$ cat src/hdl/pcbp_pkg.sv
// Package of the prefix-code bit packer: widths, operation codes and shared types.
// No dependencies.
`timescale 1ns / 1ps
`default_nettype none

package pcbp_pkg;

    localparam int OP_W        = 2;
    localparam int SYM_W       = 8;
    localparam int LEN_W       = 6;
    localparam int CODE_W      = 32;
    localparam int BYTE_BITS   = 8;
    localparam int TABLE_DEPTH = 256;
    localparam int MAX_CODE_LEN = 32;
    // stored length never exceeds the code field
    localparam int LEN_CAP     = (MAX_CODE_LEN < CODE_W) ? MAX_CODE_LEN : CODE_W;
    localparam int PEND_W      = BYTE_BITS - 1;
    localparam int PCNT_W      = 3;
    localparam int MAX_BYTES   = 4;
    localparam int BCNT_W      = 3;
    localparam int ACC_W       = CODE_W + PEND_W;
    localparam int ALIGN_W     = BYTE_BITS * (MAX_BYTES + 1);
    localparam int TOTAL_W     = 6;
    localparam int BUF_W       = BYTE_BITS * MAX_BYTES;

    typedef enum logic [OP_W-1:0] {
        OP_LOAD   = 2'd0,
        OP_ENCODE = 2'd1,
        OP_FLUSH  = 2'd2
    } t_op;

    typedef struct packed {
        logic [LEN_W-1:0]  len;
        logic [CODE_W-1:0] code;
    } t_entry;

    // bytes left-aligned, first byte in the top eight bits
    typedef struct packed {
        logic [BUF_W-1:0]  bytes;
        logic [BCNT_W-1:0] count;
    } t_burst;

endpackage

`default_nettype wire

$ cat src/hdl/pcbp_out_if.sv
// Output channel of the prefix-code bit packer: valid/ready plus one packed byte.
// Depends on pcbp_pkg.
`timescale 1ns / 1ps
`default_nettype none

interface pcbp_out_if
    import pcbp_pkg::*;
();
    logic                 valid;
    logic                 ready;
    logic [BYTE_BITS-1:0] data;
    logic                 last;

    modport source (output valid, output data, output last, input ready);
    modport sink   (input valid, input data, input last, output ready);
endinterface

`default_nettype wire

$ cat src/hdl/pcbp_byte_out.sv
// Output register: holds up to four bytes and hands them out one per cycle while ready.
// Depends on pcbp_pkg and pcbp_out_if.
`timescale 1ns / 1ps
`default_nettype none

module pcbp_byte_out
    import pcbp_pkg::*;
(
    input  wire logic   i_clk,
    input  wire logic   i_rst_n,
    input  wire logic   i_burst_valid,
    input  t_burst      i_burst,
    output logic        o_burst_ready,
    pcbp_out_if.source  o_out
);

    logic [BUF_W-1:0]  r_buf;
    logic [BCNT_W-1:0] r_count;
    logic              out_fire;
    logic              take;

    assign out_fire      = (r_count != '0) && o_out.ready;
    assign o_burst_ready = (r_count == '0) || ((r_count == BCNT_W'(1)) && o_out.ready);
    assign take          = i_burst_valid && o_burst_ready;

    always_ff @(posedge i_clk) begin
        if (!i_rst_n) begin
            r_count <= '0;
        end else if (take) begin
            r_count <= i_burst.count;
        end else if (out_fire) begin
            r_count <= r_count - BCNT_W'(1);
        end
    end

    always_ff @(posedge i_clk) begin
        if (take) begin
            r_buf <= i_burst.bytes;
        end else if (out_fire) begin
            r_buf <= r_buf << BYTE_BITS;
        end
    end

    assign o_out.valid = (r_count != '0);
    assign o_out.data  = r_buf[BUF_W-1 -: BYTE_BITS];
    assign o_out.last  = (r_count == BCNT_W'(1));

endmodule

`default_nettype wire

$ cat src/flat_wrapper.sv
// flat-port wrapper written by rule: the top's interface ports become plain ports
module pcbp_byte_out_flat import pcbp_pkg::*;
  (i_clk, i_rst_n, i_burst_valid, i_burst, o_burst_ready, o_out_valid, o_out_data, o_out_last, o_out_ready);
  pcbp_out_if o_out_i ();
  input  wire logic i_clk;
  input  wire logic i_rst_n;
  input  wire logic i_burst_valid;
  input  t_burst i_burst;
  output logic o_burst_ready;
  output wire logic [$bits(o_out_i.valid)-1:0] o_out_valid;
  output wire logic [$bits(o_out_i.data)-1:0] o_out_data;
  output wire logic [$bits(o_out_i.last)-1:0] o_out_last;
  input wire logic [$bits(o_out_i.ready)-1:0] o_out_ready;
  assign o_out_valid = o_out_i.valid;
  assign o_out_data = o_out_i.data;
  assign o_out_last = o_out_i.last;
  assign o_out_i.ready = o_out_ready;
  pcbp_byte_out u_core (.i_clk(i_clk), .i_rst_n(i_rst_n), .i_burst_valid(i_burst_valid), .i_burst(i_burst), .o_burst_ready(o_burst_ready), .o_out(o_out_i));
endmodule
$ cat config.mk
export PLATFORM = sky130hd
export DESIGN_NAME = pcbp_byte_out_flat
export DESIGN_NICKNAME = d
export VERILOG_FILES = /design/src/hdl/pcbp_pkg.sv /design/src/hdl/pcbp_out_if.sv /design/src/hdl/pcbp_byte_out.sv /design/src/flat_wrapper.sv
export SDC_FILE = /design/constraint.sdc
export NUM_CORES = 1
export LEC_CHECK = 0
export ABC_AREA = 1
export BUFFER_PORTS_ARGS = -buffer_cell sky130_fd_sc_hd__buf_4
export CORE_MARGIN = 4
export CORE_UTILIZATION = 46
export DETAILED_ROUTE_END_ITERATION = 6
export PLACE_DENSITY = 0.84
export RECOVER_POWER = 100
export SLEW_MARGIN = 20
export SYNTH_ARGS = -nofsm -noshare
export SYNTH_HDL_FRONTEND = slang
export SYNTH_SLANG_ARGS = --single-unit
$ cat constraint.sdc
create_clock -name i_clk -period 1.71 [get_ports i_clk]
set_input_delay 0.171 -clock i_clk [delete_from_list [all_inputs] [get_ports i_clk]]
set_output_delay 0.171 -clock i_clk [all_outputs]
set_load 0.02 [all_outputs]
==> results.cfg <==
[outcome]
status = finished clean

[global_routing]
top_usage_layer = met2
antenna_found_initial = 0
grt.total_usage_pct = 12.72
grt_first_pass_wirelength_um = 4222
met2_usage_pct = 21.81
gr-total-overflow = 0
grt_start_max_net_pins = 35
grt_pass1_vias = 1048
met1_usage_pct = 12.58
grt_use_met3_pct = 6.159

[sta]
hold_violations = 0
rsz0062_at_grt = no
fin_skew_ns = 0.006526
fin_crit_sh_pct = 91.57
slew_violations = 0
period_needed_ns = 1.566
timing.slew.headroom_pct = 77.76
setup_viol = 0
fin_setup_tns_ns = 0
worst_pin_slew_ns = 0.3333
max_freq_ghz = 0.6386

[layout]
design_area_sq_mm = 0.002105
nets = 260
diodes = 0
utilization_pct = 61.14
area_growth_pct = 24.59
instances_no_fill = 265
layout-drive-gt1-share_pct = 25.11

[critical_path]
cpMostUsedCell = nand2_1
crit_required_ns = 1.69
arrival_ns = 1.54
cp_slowest_cell = dfxtp_1
endpoint_kind = flip-flop
path_cells = inv_1, ha_1, nand2_4, nand2_1, nand2_1, buf_4
cp_slowest_stage_delay_ns = 0.34
cp-start-kind = flip-flop
critical_path_class = flip-flop to flip-flop
cp_max_fo = 16
r2r_slack_ns = 0.14

[floorplanning]
pin_count = 50
die_h_um = 68.60
num_rows = 21
core_area_sq_mm = 0.003442
die-area_sq_mm = 0.004705
start_util_pct = 49.07
die_w_um = 68.60

[yosys]
synth_top_family_by_area = simple AND/OR/NAND/NOR gates
synth_flop_cell = edfxtp_1
synth.area.mux_share_pct = 0
synthAdderAreaFrac_pct = 2.222
synth-edff-count = 32
synth.most_common_cell = nand2_1
yosys_warnings = 0
syn_inst = 172
synth_compound_area_share_pct = 1.704
synth.top_cell.area_share_pct = 56.89
synth.avg_cell_area_sq_um = 9.820
ys_types = 17
ys_ff_latch = 35
async_flop_share_pct = 0
synthTopCellsByArea = edfxtp_1 (57%), nand2_1 (17%), buf_4 (4.9%)
synth_common_cells = nand2_1 (77), edfxtp_1 (32), inv_1 (14)
synth_fp_nets = 214
synth_area_leader_cell = edfxtp_1
synth_area_sq_mm = 0.001689
yosys.area_share.simple_pct = 25.56
synth_xor_area_share_pct = 0.5185
yosysSeqAreaShare_pct = 60.44

[clock_tree]
clk_latency_ns = 0.28
cts_buffer_depth = 2
cts.sink_count = 35
holdBufCountCts = 0
clockRootBuffer = clkbuf_8
tritoncts.num_buffers = 5
cts_setup_buffers = 0
cts_tree = done
cts-resized-gates = 0
clk_pin_slew_ns = 0.07
htreeDepth = 2

[drt]
drc_errors = 0
routedWlPerCell_um = 10.75
drt_pre_antenna_iters = 6
wl_um = 2849
drt_first_iter_violations = 30
ant_nets = 0
dr_total_vias = 1181
vias_per_cell = 4.457

[power]
p_leak_nw = 0.9958
power.density_mw_per_mm2 = 1745
peakVddDrop_uv = 859.1
total_power_mw = 3.672

[place]
dp_hpwl_um = 2078
portBuffers = 49
place_area_sq_mm = 0.002057
place_inst = 257
place_congestion = 0.7318

[worst_hold_path]
hp-class = input port to flip-flop

[job]
maxCapViolations = 0
sequential cells by signal, indices dropped and copies added, names as in the netlist:
signal,count
u_core.r_count,3
u_core.r_buf,32
per-stage QoR:
stage	setup slack, ns	hold slack, ns
2_1_floorplan	0.01038	0.2802
3_3_place_gp	0.2417	0.4132
3_5_place_dp	0.1986	0.4075
4_1_cts	0.1876	0.1072
5_1_grt	0.06926	0.1305
6_report	0.1442	0.1191
final cells by class:
| class | instances | area (sq um) |
|---|---|---|
| Sequential cell | 35 | 1021 |
| Clock buffer | 5 | 68.82 |
| Tap cell | 46 | 57.56 |
| Clock inverter | 3 | 15.01 |
| Fill cell | 295 | 1338 |
| Inverter | 15 | 56.30 |
| Timing Repair Buffer | 52 | 381.6 |
| Multi-Input combinational cell | 109 | 504.2 |
per-layer routing:
layer / part of all wire, % / up-vias
met3: 10 / 8
met4: 2.4 / 0
li1: - / 625
met2: 50 / 39
met5: 0 / -
met1: 37 / 509
where the power goes:
group | internal (mW) | leakage (nW) | switching [mW]
Clock | 0.276 | 0.0392 | 0.277
Combinational | 0.527 | 0.614 | 0.917
Sequential | 1.56 | 0.342 | 0.114
worst max-delay path: cells and delay by family (launching register included):
| kind | cells | cell delay, ns |
|---|---|---|
| buf+inv | 2 | 0.33 |
| fa+ha+maj | 1 | 0.24 |
| flops | 1 | 0.34 |
| simple gates | 3 | 0.34 |
logic make-up after synthesis:
logic type               after synthesis
AND/OR/NAND/NOR                      102
adder cells (fa/ha/maj)                3
XOR/XNOR                               1
buffers and inverters                 28
AO/OA/AOI/OAI                          3
flip-flops                            35
placed cells by master (no fill, tap or decap):
cell	count
inv_2	1
clkinv_1	2
dfxtp_1	3
edfxtp_1	32
xnor2_1	1
ha_1	3
buf_4	41
clkbuf_1	9
nand3_4	1
a21oi_1	1
nand3_1	8
buf_12	2
nand2_4	3
clkinvlp_4	1
nand2_1	78
inv_1	14
o21ai_0	1
a21boi_4	1
clkbuf_8	5
nor2_1	12
path summary, 6_finish.rpt:
kind	from	endpoint	depth (start not counted)
min reg2reg	u_core.r_buf[21]$_DFFE_PP_	u_core.r_buf[29]$_DFFE_PP_	2
max	u_core.r_count[0]$_SDFFE_PN0P_	u_core.r_buf[31]$_DFFE_PP_	6
max reg2reg	u_core.r_count[0]$_SDFFE_PN0P_	u_core.r_buf[31]$_DFFE_PP_	6
min	i_rst_n	u_core.r_count[0]$_SDFFE_PN0P_	3
(Power assumes the default switching activity.)
