--- config.mk ---
export PLATFORM = sky130hd
export DESIGN_NAME = pcbp_pack
export DESIGN_NICKNAME = d
export VERILOG_FILES = /design/src/hdl/pcbp_pkg.sv /design/src/hdl/pcbp_pack.sv
export SDC_FILE = /design/constraint.sdc
export NUM_CORES = 1
export LEC_CHECK = 0
export BUFFER_PORTS_ARGS = -buffer_cell sky130_fd_sc_hd__buf_2
export CAP_MARGIN = 30
export CELL_PAD_IN_SITES_DETAIL_PLACEMENT = 1
export CELL_PAD_IN_SITES_GLOBAL_PLACEMENT = 1
export CORE_ASPECT_RATIO = 0.5
export CORE_MARGIN = 1.5
export CORE_UTILIZATION = 45
export DETAILED_ROUTE_END_ITERATION = 12
export PLACE_DENSITY_LB_ADDON = 0.1
export SLEW_MARGIN = 10
export SYNTH_ARGS = -nofsm -noshare
export SYNTH_HDL_FRONTEND = slang
export SYNTH_SLANG_ARGS = --single-unit
--- constraint.sdc ---
create_clock -name i_clk -period 8.1 [get_ports i_clk]
set_input_delay 1.62 -clock i_clk [delete_from_list [all_inputs] [get_ports i_clk]]
set_output_delay 1.62 -clock i_clk [all_outputs]
set_load 0.005 [all_outputs]
--- src/hdl/pcbp_pkg.sv ---
// Package of the prefix-code bit packer: widths, operation codes and shared types.
// No dependencies.
`timescale 1ns / 1ps
`default_nettype none

package pcbp_pkg;

    localparam int OP_W        = 2;
    localparam int SYM_W       = 8;
    localparam int LEN_W       = 6;
    localparam int CODE_W      = 32;
    localparam int BYTE_BITS   = 8;
    localparam int TABLE_DEPTH = 256;
    localparam int MAX_CODE_LEN = 32;
    // stored length never exceeds the code field
    localparam int LEN_CAP     = (MAX_CODE_LEN < CODE_W) ? MAX_CODE_LEN : CODE_W;
    localparam int PEND_W      = BYTE_BITS - 1;
    localparam int PCNT_W      = 3;
    localparam int MAX_BYTES   = 4;
    localparam int BCNT_W      = 3;
    localparam int ACC_W       = CODE_W + PEND_W;
    localparam int ALIGN_W     = BYTE_BITS * (MAX_BYTES + 1);
    localparam int TOTAL_W     = 6;
    localparam int BUF_W       = BYTE_BITS * MAX_BYTES;

    typedef enum logic [OP_W-1:0] {
        OP_LOAD   = 2'd0,
        OP_ENCODE = 2'd1,
        OP_FLUSH  = 2'd2
    } t_op;

    typedef struct packed {
        logic [LEN_W-1:0]  len;
        logic [CODE_W-1:0] code;
    } t_entry;

    // bytes left-aligned, first byte in the top eight bits
    typedef struct packed {
        logic [BUF_W-1:0]  bytes;
        logic [BCNT_W-1:0] count;
    } t_burst;

endpackage

`default_nettype wire

--- src/hdl/pcbp_pack.sv ---
// Packing stage: appends a looked-up code to the pending bits and forms the byte burst.
// Depends on pcbp_pkg.
`timescale 1ns / 1ps
`default_nettype none

module pcbp_pack
    import pcbp_pkg::*;
(
    input  wire logic            i_clk,
    input  wire logic            i_rst_n,
    input  wire logic            i_fire,
    input  wire logic [OP_W-1:0] i_op,
    input  t_entry               i_entry,
    input  wire logic            i_burst_ready,
    output logic                 o_ready,
    output logic                 o_burst_valid,
    output t_burst               o_burst
);

    logic              r_valid;
    logic [OP_W-1:0]   r_op;
    logic [PEND_W-1:0] r_pend_bits;
    logic [PCNT_W-1:0] r_pend_count;
    logic [PEND_W-1:0] n_pend_bits;
    logic [PCNT_W-1:0] n_pend_count;

    logic [ACC_W-1:0]   acc;
    logic [TOTAL_W-1:0] total;
    logic [BCNT_W-1:0]  count;
    logic [ALIGN_W-1:0] aligned;
    logic               advance;

    always_comb begin
        acc          = '0;
        total        = '0;
        count        = '0;
        n_pend_bits  = r_pend_bits;
        n_pend_count = r_pend_count;
        case (t_op'(r_op))
            OP_ENCODE: begin
                // an unused symbol appends nothing; its code is not looked at
                if (i_entry.len != '0) begin
                    acc   = (ACC_W'(r_pend_bits) << i_entry.len) | ACC_W'(i_entry.code);
                    total = TOTAL_W'(r_pend_count) + TOTAL_W'(i_entry.len);
                    count = total[TOTAL_W-1:3];
                    n_pend_bits  = acc[PEND_W-1:0] & ~({PEND_W{1'b1}} << total[2:0]);
                    n_pend_count = total[2:0];
                end
            end
            OP_FLUSH: begin
                acc   = ACC_W'(r_pend_bits);
                total = TOTAL_W'(r_pend_count);
                count = (r_pend_count != '0) ? BCNT_W'(1) : '0;
                n_pend_bits  = '0;
                n_pend_count = '0;
            end
            default: begin
                count = '0;
            end
        endcase
        // move the earliest pending bit to the top of the window
        aligned = ALIGN_W'(acc) << (TOTAL_W'(ALIGN_W) - total);
    end

    assign advance        = r_valid && ((count == '0) || i_burst_ready);
    assign o_ready        = !r_valid || advance;
    assign o_burst_valid  = r_valid && (count != '0);
    assign o_burst.bytes  = aligned[ALIGN_W-1 -: BUF_W];
    assign o_burst.count  = count;

    always_ff @(posedge i_clk) begin
        if (!i_rst_n) begin
            r_valid      <= 1'b0;
            r_pend_bits  <= '0;
            r_pend_count <= '0;
        end else begin
            if (i_fire) begin
                r_valid <= 1'b1;
            end else if (advance) begin
                r_valid <= 1'b0;
            end
            if (advance) begin
                r_pend_bits  <= n_pend_bits;
                r_pend_count <= n_pend_count;
            end
        end
    end

    always_ff @(posedge i_clk) begin
        if (i_fire) begin
            r_op <= i_op;
        end
    end

endmodule

`default_nettype wire

==> flow_metrics.py, run 1 <==
metrics = {
    "drt": {
        "wire_per_inst_um": 26.5,
        "first_pass_iters": 5,
        "drc_errors": 0,
        "wl_um": 22700,
        "vias": 6269,
        "drt_iter0_drc": 822,
        "final_antenna_net_count": 0,
        "vias_per_cell": 7.31,
    },
    "setup_path": {
        "crit_chain": "buf_2, buf_4, or2_2, o21ai_4, nand2_4, inv_4, ha_1, o2111ai_1, o211a_1, nor2_1, a22oi_1, nand2_1, a22oi_1, o21ai_0, buf_2",
        "cp_num_buf_inv": 4,
        "cp-startpoint": "i_entry[33]",
        "r2r_cells": 12,
        "critPathMaxFanout": 31,
        "critical_path_class": "in2out",
        "r2r_start": "r_pend_count[0]",
        "worstPathArrival_ns": 5.67,
        "rrSetupSlack_ns": 4.32,
        "slowest_stage": "nor2_1",
        "start_kind": "input port",
        "cp_top_family": "compound AO/OA/AOI/OAI gates",
        "critical_path.max_stage_delay_ns": 0.71,
        "required_ns": 6.48,
        "r2r_end": "r_pend_bits[6]",
        "cp-end-kind": "output port",
    },
    "synthesis": {
        "yosysWarningCount": 0,
        "synth.yosys.seq_area_share_pct": 5.91,
        "synth-seq-cells": 13,
        "synthFlopType": "dfxtp_1",
        "netlist_area_um2": 4750,
        "synth-edff-count": 2,
        "synth_cell_type_count": 86,
        "syn-num-nets": 722,
        "async_reset_ff_share_pct": 0,
        "synthCells": 671,
        "syn_avg_cell_area_um2": 7.07,
    },
    "floorplanning": {
        "dieArea_um2": 11200,
        "start_util_pct": 46.5,
        "boundaryPins": 81,
        "die_h_um": 75.6,
        "core_area_um2": 10200,
        "rows": 26,
        "die_w_um": 148,
    },
    "cts": {
        "post_cts_buffers": 0,
        "cts_tree": "done",
        "postCtsHoldBufs": 0,
        "cts_root_buf": "clkbuf_16",
        "cts_sinks": 13,
        "path_clk_slew_ns": 0.04,
        "cts_resized": 0,
        "cts_inserted_buffers": 3,
        "htree_num_levels": 1,
        "clockBufferDepth": 2,
        "clk-insertion-delay-late_ns": 0.24,
    },
    "grt": {
        "globalRouteOverflowTotal": 0,
        "grtUsageTotal_pct": 40.2,
        "antenna_found_initial": 1,
        "grt_max_degree": 32,
        "grt_pass1_wl_um": 34400,
        "grt_pass1_vias": 5812,
    },
    "hold_path": {
        "hp-class": "reg2reg",
        "min_to": "r_pend_count[1]",
        "hp-start": "r_pend_count[1]",
        "holdPathStages": 2,
    },
    "placed_design": {
        "routabilityCongestion": 0.999,
        "place_ws_ns": 0.979,
        "port_buffers": 80,
        "place_hpwl_um": 17800,
    },
    "run": {
        "maxCapViolCount": 0,
    },
    "finish": {
        "multi_input_area_um2": 4120,
        "seqCellArea_um2": 280,
        "nNetsFinal": 770,
        "diodes": 0,
        "syn_to_final_growth_pct": 10.8,
        "nFillCells": 1391,
        "final_layout_size_suffix_gt1_share_pct": 21.0,
    },
    "sta": {
        "tns_ns": 0,
        "fin_crit_ns": 7.29,
        "clock_skew_ns": 0.00284,
        "rsz0062_at_grt": "false",
        "tightest_slew_ns": 1.03,
        "hold_viol": 0,
        "setup_ws_ns": 0.809,
        "slew_viol_final": 0,
        "fin_crit_sh_pct": 90.0,
        "setup_viol": 0,
        "fmax_ghz": 0.137,
        "slew_headroom_pct": 31.3,
    },
    "power_and_ir_drop": {
        "internal_power_mw": 0.259,
        "power.share.combinational_pct": 69.2,
        "seqPwrFrac_pct": 13.4,
        "p_leak_nw": 1.99,
        "swShare_pct": 52.0,
        "p_clk_share_pct": 17.3,
        "p_per_area_nw_per_um2": 103,
        "p_switching_mw": 0.281,
        "max-vdd-ir-drop_mv": 0.109,
    },
    "outcome": {
        "outcome": "finished, final reports clean",
    },
}
tightest hold or removal path, delay by kind of cell (launching register included):
family           cells  cell delay (ns)
AO/OA/AOI/OAI        1             0.05
AND/OR/NAND/NOR      1             0.09
flip-flops           1             0.37
synthesized netlist by cell type (all sizes together), types with 14 or more instances:
cell,count,area share [%]
nand2,75,6.3
a22oi,58,9.3
nor2,46,3.7
mux2i,44,9.4
o21ai,35,4.2
a21oi,31,3.4
buf,28,4.0
clkbuf,28,2.2
nor3,26,3.1
o22ai,19,2.5
nand3,16,1.7
inv,15,1.2
a211oi,14,2.3
logic make-up (layout without fill, tap and decap cells):
kind of cell / Yosys count / count (layout) / synth area share (%)
AO/OA/AOI/OAI: 266 / 266 / 41.5
XOR/XNOR: 6 / 6 / 1.11
adder cells (fa/ha/maj): 7 / 7 / 2.00
buffers and inverters: 71 / 118 / 7.43
flip-flops: 13 / 13 / 5.91
multiplexers: 59 / 59 / 14.4
AND/OR/NAND/NOR: 249 / 249 / 27.7
metrics by stage:
stage                     hold slack [ns]  instances  util, %  total power [mW]  instance area [um2]
after floorplan                     0.477        671        -             0.319                 4750
after global placement              0.529        852     50.5             0.422                 5160
after detailed placement            0.548        854     50.7             0.430                 5180
after CTS                           0.552        858     51.5             0.526                 5260
after global routing                0.584        858     51.5             0.565                 5260
final                               0.562        858     51.5             0.540                 5260
sequential cells by signal, indices dropped and copies added, names as in the netlist:
signal and count:
r_op 2, r_pend_bits 7, r_pend_count 3, r_valid 1
power groups by stage:
stage	registers (mW)	clock network, mW	logic (mW)
finish	0.0725	0.0936	0.374
global route	0.0726	0.0965	0.396
CTS	0.0722	0.0950	0.359
floorplan	0.0711	0	0.248
detailed placement	0.0734	0	0.357
global placement	0.0730	0	0.349
cell usage in the layout (no fill, tap or decap), types with 6 or more instances in the layout:
cell type,instances
nand3b_1,10
mux2_2,8
inv_1,14
a22oi_1,57
nor2_1,44
a31oi_1,9
nand3_1,16
o211ai_1,7
o21ai_0,30
buf_2,80
o22ai_1,19
dfxtp_1,11
o31ai_1,6
a211oi_1,13
a21boi_0,7
mux4_2,6
buf_4,18
nand2_1,72
ha_1,6
a32oi_1,11
nor2b_1,10
nand2b_1,12
nor3_1,23
and3_1,6
a21oi_1,29
and2_1,10
mux2i_1,43
o221ai_1,11
cell type report:
cell class                 count  area share [%]
sequential                    13            5.33
clock buffer                   4            1.50
multi-input combinational    587            78.3
tap                          140            3.33
timing repair buffer          99            10.5
inverter                      15            1.12
worst max-delay path by stage:
| stage | to | depth (start not counted) |
|---|---|---|
| floorplan | o_burst[5] | 15 |
| global placement | o_burst[33] | 15 |
| detailed placement | o_burst[33] | 15 |
| CTS | o_burst[29] | 15 |
| global route | o_burst[13] | 15 |
| finish | o_burst[29] | 15 |
routing by layer:
| metal | vias up | track usage, % | share of wire, % |
|---|---|---|---|
| li1 | 2752 | - | - |
| met1 | 3058 | 58.0 | 45 |
| met2 | 410 | 60.8 | 41 |
| met3 | 47 | 7.78 | 12 |
| met4 | 2 | 11.7 | 2.0 |
| met5 | - | 0 | 0.057 |
Note: power is estimated with default switching activity, not from simulation.
==> run 2: changes to the inputs <==
- CELL_PAD_IN_SITES_DETAIL_PLACEMENT: 1 -> 0
- CELL_PAD_IN_SITES_GLOBAL_PLACEMENT: 1 -> 2
- CORE_UTILIZATION: 45 -> 35
- CTS_CLUSTER_SIZE: unset -> 40
- SKIP_LAST_GASP: unset -> 1
==> run 2 against run 1 <==
Compared with the run above: final cell count rose by 4.1%; register-to-register slack improved by 0.38 ns; clock-buffer cell count did not move; largest cell class unchanged.
==> flow_metrics.py, run 2 (synthesis gave the netlist of run 1 again) <==
metrics = {
    "sta": {
        "tightest_slew_ns": 0.945,
        "fmax_ghz": 0.135,
        "slew_viol_final": 0,
        "tns_ns": 0,
        "clock_skew_ns": 0.000817,
        "slew_headroom_pct": 35.4,
        "hold_viol": 0,
        "rsz0062_at_grt": "false",
        "fin_crit_ns": 7.39,
        "fin_crit_sh_pct": 91.2,
        "setup_viol": 0,
    },
    "placed_design": {
        "place_hpwl_um": 18000,
        "routabilityCongestion": 0.921,
        "port_buffers": 80,
        "place_area_um2": 5250,
    },
    "drt": {
        "wl_met3_um": 2690,
        "wl_um": 22900,
        "vias_per_cell": 6.89,
        "drt_iter0_drc": 1005,
        "wl_met2_um": 8880,
        "vias": 6150,
        "met1_length_um": 11000,
        "drc_errors": 0,
        "top_layer": "met4",
        "first_pass_iters": 6,
        "final_antenna_net_count": 0,
        "wire_per_inst_um": 25.7,
    },
    "setup_path": {
        "slowest_stage": "nor2_1",
        "critPathMaxFanout": 24,
        "worstPathArrival_ns": 5.77,
        "critical_path.max_stage_delay_ns": 0.62,
        "cp-end-kind": "output port",
        "required_ns": 6.48,
        "critical_path_class": "in2out",
        "crit_chain": "buf_2, or4_4, o21ai_4, nand2_4, inv_4, ha_1, o2111ai_1, o211a_1, nor2_1, a22oi_1, o21ai_0, nor2_1, a211oi_1, buf_2",
        "start_kind": "input port",
    },
    "finish": {
        "final_area_um2": 5330,
        "nFillCells": 1401,
        "layout_common_cells": "80 x buf_2, 72 x nand2_1, 57 x a22oi_1",
        "largest-register": "r_pend_bits",
        "nNetsFinal": 775,
        "final_layout_size_suffix_gt1_share_pct": 21.6,
        "syn_to_final_growth_pct": 12.3,
        "layout_commonest_cell": "buf_2",
        "diodes": 0,
        "reg.largest.list": "r_pend_bits: 7 flops, r_pend_count: 3 flops, r_op: 2 flops",
        "largest_reg_flops": 7,
    },
    "cts": {
        "post_cts_buffers": 0,
        "cts_sinks": 13,
        "clk-insertion-delay-late_ns": 0.24,
        "clockBufferDepth": 2,
        "cts_inserted_buffers": 3,
        "cts_tree": "done",
        "postCtsHoldBufs": 0,
        "cts_resized": 0,
        "cts_root_buf": "clkbuf_16",
        "path_clk_slew_ns": 0.04,
        "htree_num_levels": 1,
    },
    "power_and_ir_drop": {
        "p_leak_nw": 2.01,
        "p_per_area_nw_per_um2": 102,
        "max-vdd-ir-drop_mv": 0.104,
    },
    "grt": {
        "grt_pass1_vias": 5479,
        "grt_max_degree": 31,
        "grtUsageTotal_pct": 31.3,
        "globalRouteOverflowTotal": 0,
        "grt_pass1_wl_um": 34500,
        "antenna_found_initial": 0,
    },
    "outcome": {
        "outcome": "finished, final reports clean",
    },
    "run": {
        "maxCapViolCount": 0,
    },
    "floorplanning": {
        "die_w_um": 168,
        "rows": 29,
        "die_h_um": 85.3,
        "boundaryPins": 81,
        "start_util_pct": 36.6,
        "dieArea_um2": 14300,
        "core_area_um2": 13000,
    },
    "hold_path": {
        "hp-class": "reg2reg",
    },
}
run 2: layout make-up:
class / count / area (um2) / area share [%]
Clock buffer: 4 / 78.8 / 1.48
Tap cell: 170 / 213 / 3.99
Sequential cell: 13 / 280 / 5.26
Inverter: 15 / 58.8 / 1.10
Timing Repair Buffer: 104 / 582 / 10.9
Multi-Input combinational cell: 587 / 4120 / 77.2
run 2: per-stage QoR:
step           util (%)  power [mW]  setup WS, ns  std cells  hold WS [ns]
4_1_cts            41.1       0.530         0.820        892         0.541
2_1_floorplan         -       0.319          1.75        671         0.477
3_3_place_gp       40.4       0.436         0.842        887         0.530
5_1_grt            41.1       0.571         0.428        893         0.571
3_5_place_dp       40.5       0.434         0.831        888         0.535
6_report           41.1       0.541         0.711        893         0.543
run 2: worst max-delay path: cells and delay by family:
kind                       cells  cell delay, ns
AOI/OAI and AO/OA              6            1.63
and+or+nand+nor                4            1.53
adders and majority gates      1            0.26
buffers and inverters          3            0.71
run 2: per-layer routing:
layer	global-route usage (%)	vias to the layer above
met5	0	-
met1	48.5	2895
met2	45.0	455
met4	5.32	0
li1	-	2768
met3	4.66	32
run 2: worst paths after layout:
kind / start / endpoint / slack (ns) / cells after the start
setup / recovery: i_entry[36] / o_burst[5] / 0.71 / 14
hold / removal: r_pend_count[1] / r_pend_count[1] / 0.54 / 2
setup reg to reg: r_pend_count[0] / r_pend_bits[6] / 4.70 / 12
hold reg to reg: r_pend_count[1] / r_pend_count[1] / 0.54 / 2
run 2: where the power goes:
group          internal (mW)  total (mW)  switching, mW
Sequential            0.0683      0.0725        0.00414
Combinational          0.127       0.375          0.248
Clock                 0.0663      0.0932         0.0269
==> run 3: changes to the inputs <==
- BUFFER_PORTS_ARGS: -buffer_cell sky130_fd_sc_hd__buf_2 -> unset
- CORE_UTILIZATION: 35 -> 40
- DONT_BUFFER_PORTS: unset -> 1
==> run 3 against run 2 <==
Compared with the run above: hold slack improved by 0.0075 ns; clock skew about the same; critical endpoint unchanged; critical path type unchanged; sequential cell count stayed put; global-route usage rose by 2.3 points; via count down 5.0%.
==> flow_metrics.py, run 3 (synthesis gave the netlist of run 1 again) <==
metrics = {
    "finish": {
        "layout_common_cells": "72 x nand2_1, 57 x a22oi_1, 44 x nor2_1",
        "diodes": 0,
        "largest-register": "r_pend_bits",
        "nFillCells": 1218,
        "nNetsFinal": 686,
        "final_layout_size_suffix_gt1_share_pct": 10.6,
        "syn_to_final_growth_pct": 2.06,
        "largest_reg_flops": 7,
        "layout_commonest_cell": "nand2_1",
        "reg.largest.list": "r_pend_bits: 7 flops, r_pend_count: 3 flops, r_op: 2 flops",
        "final_area_um2": 4840,
    },
    "power_and_ir_drop": {
        "p_clk_share_pct": 18.6,
        "seqPwrFrac_pct": 14.6,
        "power.share.combinational_pct": 66.8,
        "p_per_area_nw_per_um2": 103,
        "swShare_pct": 50.9,
        "max-vdd-ir-drop_mv": 0.105,
        "p_leak_nw": 1.59,
        "internal_power_mw": 0.244,
        "total_power_mw": 0.497,
        "p_switching_mw": 0.253,
    },
    "placed_design": {
        "place_hpwl_um": 16700,
        "place_ws_ns": 1.36,
        "place_area_um2": 4760,
        "routabilityCongestion": 0.973,
        "port_buffers": 0,
    },
    "drt": {
        "drc_errors": 0,
        "drt_iter0_drc": 1071,
        "wl_um": 21400,
        "wire_per_inst_um": 27.0,
        "first_pass_iters": 7,
        "final_antenna_net_count": 0,
        "vias": 5843,
        "vias_per_cell": 7.37,
    },
    "cts": {
        "cts_inserted_buffers": 3,
        "post_cts_buffers": 0,
        "cts_tree": "done",
        "htree_num_levels": 1,
        "cts_sinks": 13,
        "clk-insertion-delay-late_ns": 0.24,
        "cts_resized": 0,
        "clockBufferDepth": 2,
        "cts_root_buf": "clkbuf_16",
        "postCtsHoldBufs": 0,
        "path_clk_slew_ns": 0.04,
    },
    "floorplanning": {
        "dieArea_um2": 12600,
        "die_w_um": 157,
        "core_area_um2": 11300,
        "start_util_pct": 42.1,
        "die_h_um": 80.0,
        "rows": 27,
        "boundaryPins": 81,
    },
    "sta": {
        "tightest_slew_ns": 0.990,
        "hold_viol": 0,
        "clock_skew_ns": 0.000602,
        "rsz0062_at_grt": "false",
        "fin_crit_sh_pct": 84.4,
        "fin_crit_ns": 6.84,
        "slew_viol_final": 0,
        "setup_viol": 0,
        "setup_ws_ns": 1.26,
        "fmax_ghz": 0.146,
        "slew_headroom_pct": 33.8,
        "tns_ns": 0,
    },
    "setup_path": {
        "worstPathArrival_ns": 5.22,
        "r2r_end": "r_pend_bits[3]",
        "critPathMaxFanout": 24,
        "r2r_start": "r_op[1]",
        "start_kind": "input port",
        "cp-startpoint": "i_entry[37]",
        "required_ns": 6.48,
        "cp-end-kind": "output port",
        "endpoint": "o_burst[5]",
        "r2r_cells": 11,
        "rrSetupSlack_ns": 4.41,
        "critical_path_class": "in2out",
    },
    "grt": {
        "antenna_found_initial": 0,
        "grt_max_degree": 33,
        "grtUsageTotal_pct": 33.5,
        "grt_pass1_vias": 5116,
        "globalRouteOverflowTotal": 0,
        "grt_pass1_wl_um": 32300,
    },
    "outcome": {
        "outcome": "finished, final reports clean",
    },
    "run": {
        "maxCapViolCount": 0,
    },
    "hold_path": {
        "hp-class": "reg2reg",
    },
}
## run 3: area by class of cell
class / instances / area [um2] / share of cell area, %
multi-input cells: 587 / 4120 / 85.0
repair buffers: 15 / 110 / 2.27
clock buffers: 4 / 78.8 / 1.63
inverters: 15 / 58.8 / 1.21
flip-flops and latches: 13 / 280 / 5.79
well taps: 159 / 199 / 4.11
## run 3: worst min path at each step
stage,endpoint,slack [ns],from,depth (start not counted)
6_report,r_pend_count[1],0.55,r_pend_count[1],2
5_1_grt,r_pend_count[1],0.57,r_pend_count[1],2
4_1_cts,r_pend_count[1],0.55,r_pend_count[1],2
3_5_place_dp,r_pend_count[1],0.54,r_pend_count[1],2
3_3_place_gp,r_pend_count[1],0.54,r_pend_count[1],2
2_1_floorplan,r_pend_count[1],0.48,r_pend_count[1],2
## run 3: power by group through the flow
stage	Sequential, mW	Clock (mW)	Combinational, mW
finish	0.0724	0.0922	0.332
floorplan	0.0711	0	0.248
CTS	0.0722	0.0936	0.320
global route	0.0726	0.0967	0.354
global placement	0.0735	0	0.323
detailed placement	0.0734	0	0.319
## run 3: metal layers
| layer | wire, um | global-route usage, % |
|---|---|---|
| met1 | 10100 | 52.4 |
| met2 | 8180 | 45.6 |
| met3 | 2890 | 8.14 |
| met4 | 278 | 4.06 |
| met5 | 0 | 0 |
## run 3: stage by stage
step           std cells  utilization, %  hold WS (ns)
2_1_floorplan        671               -         0.477
3_3_place_gp         788            42.2         0.538
3_5_place_dp         789            42.2         0.539
4_1_cts              793            42.9         0.546
5_1_grt              793            42.9         0.573
6_report             793            42.9         0.551
## run 3: worst max-delay path, cell delays in order
cell and delay, ns:
or4_4 0.60, o21ai_4 0.18, nand2_4 0.20, inv_4 0.29, ha_1 0.26, o2111ai_1 0.19
o211a_1 0.41, nor2_1 0.65, a22oi_1 0.14, o21ai_0 0.25, nor2_1 0.08, a211oi_1 0.31
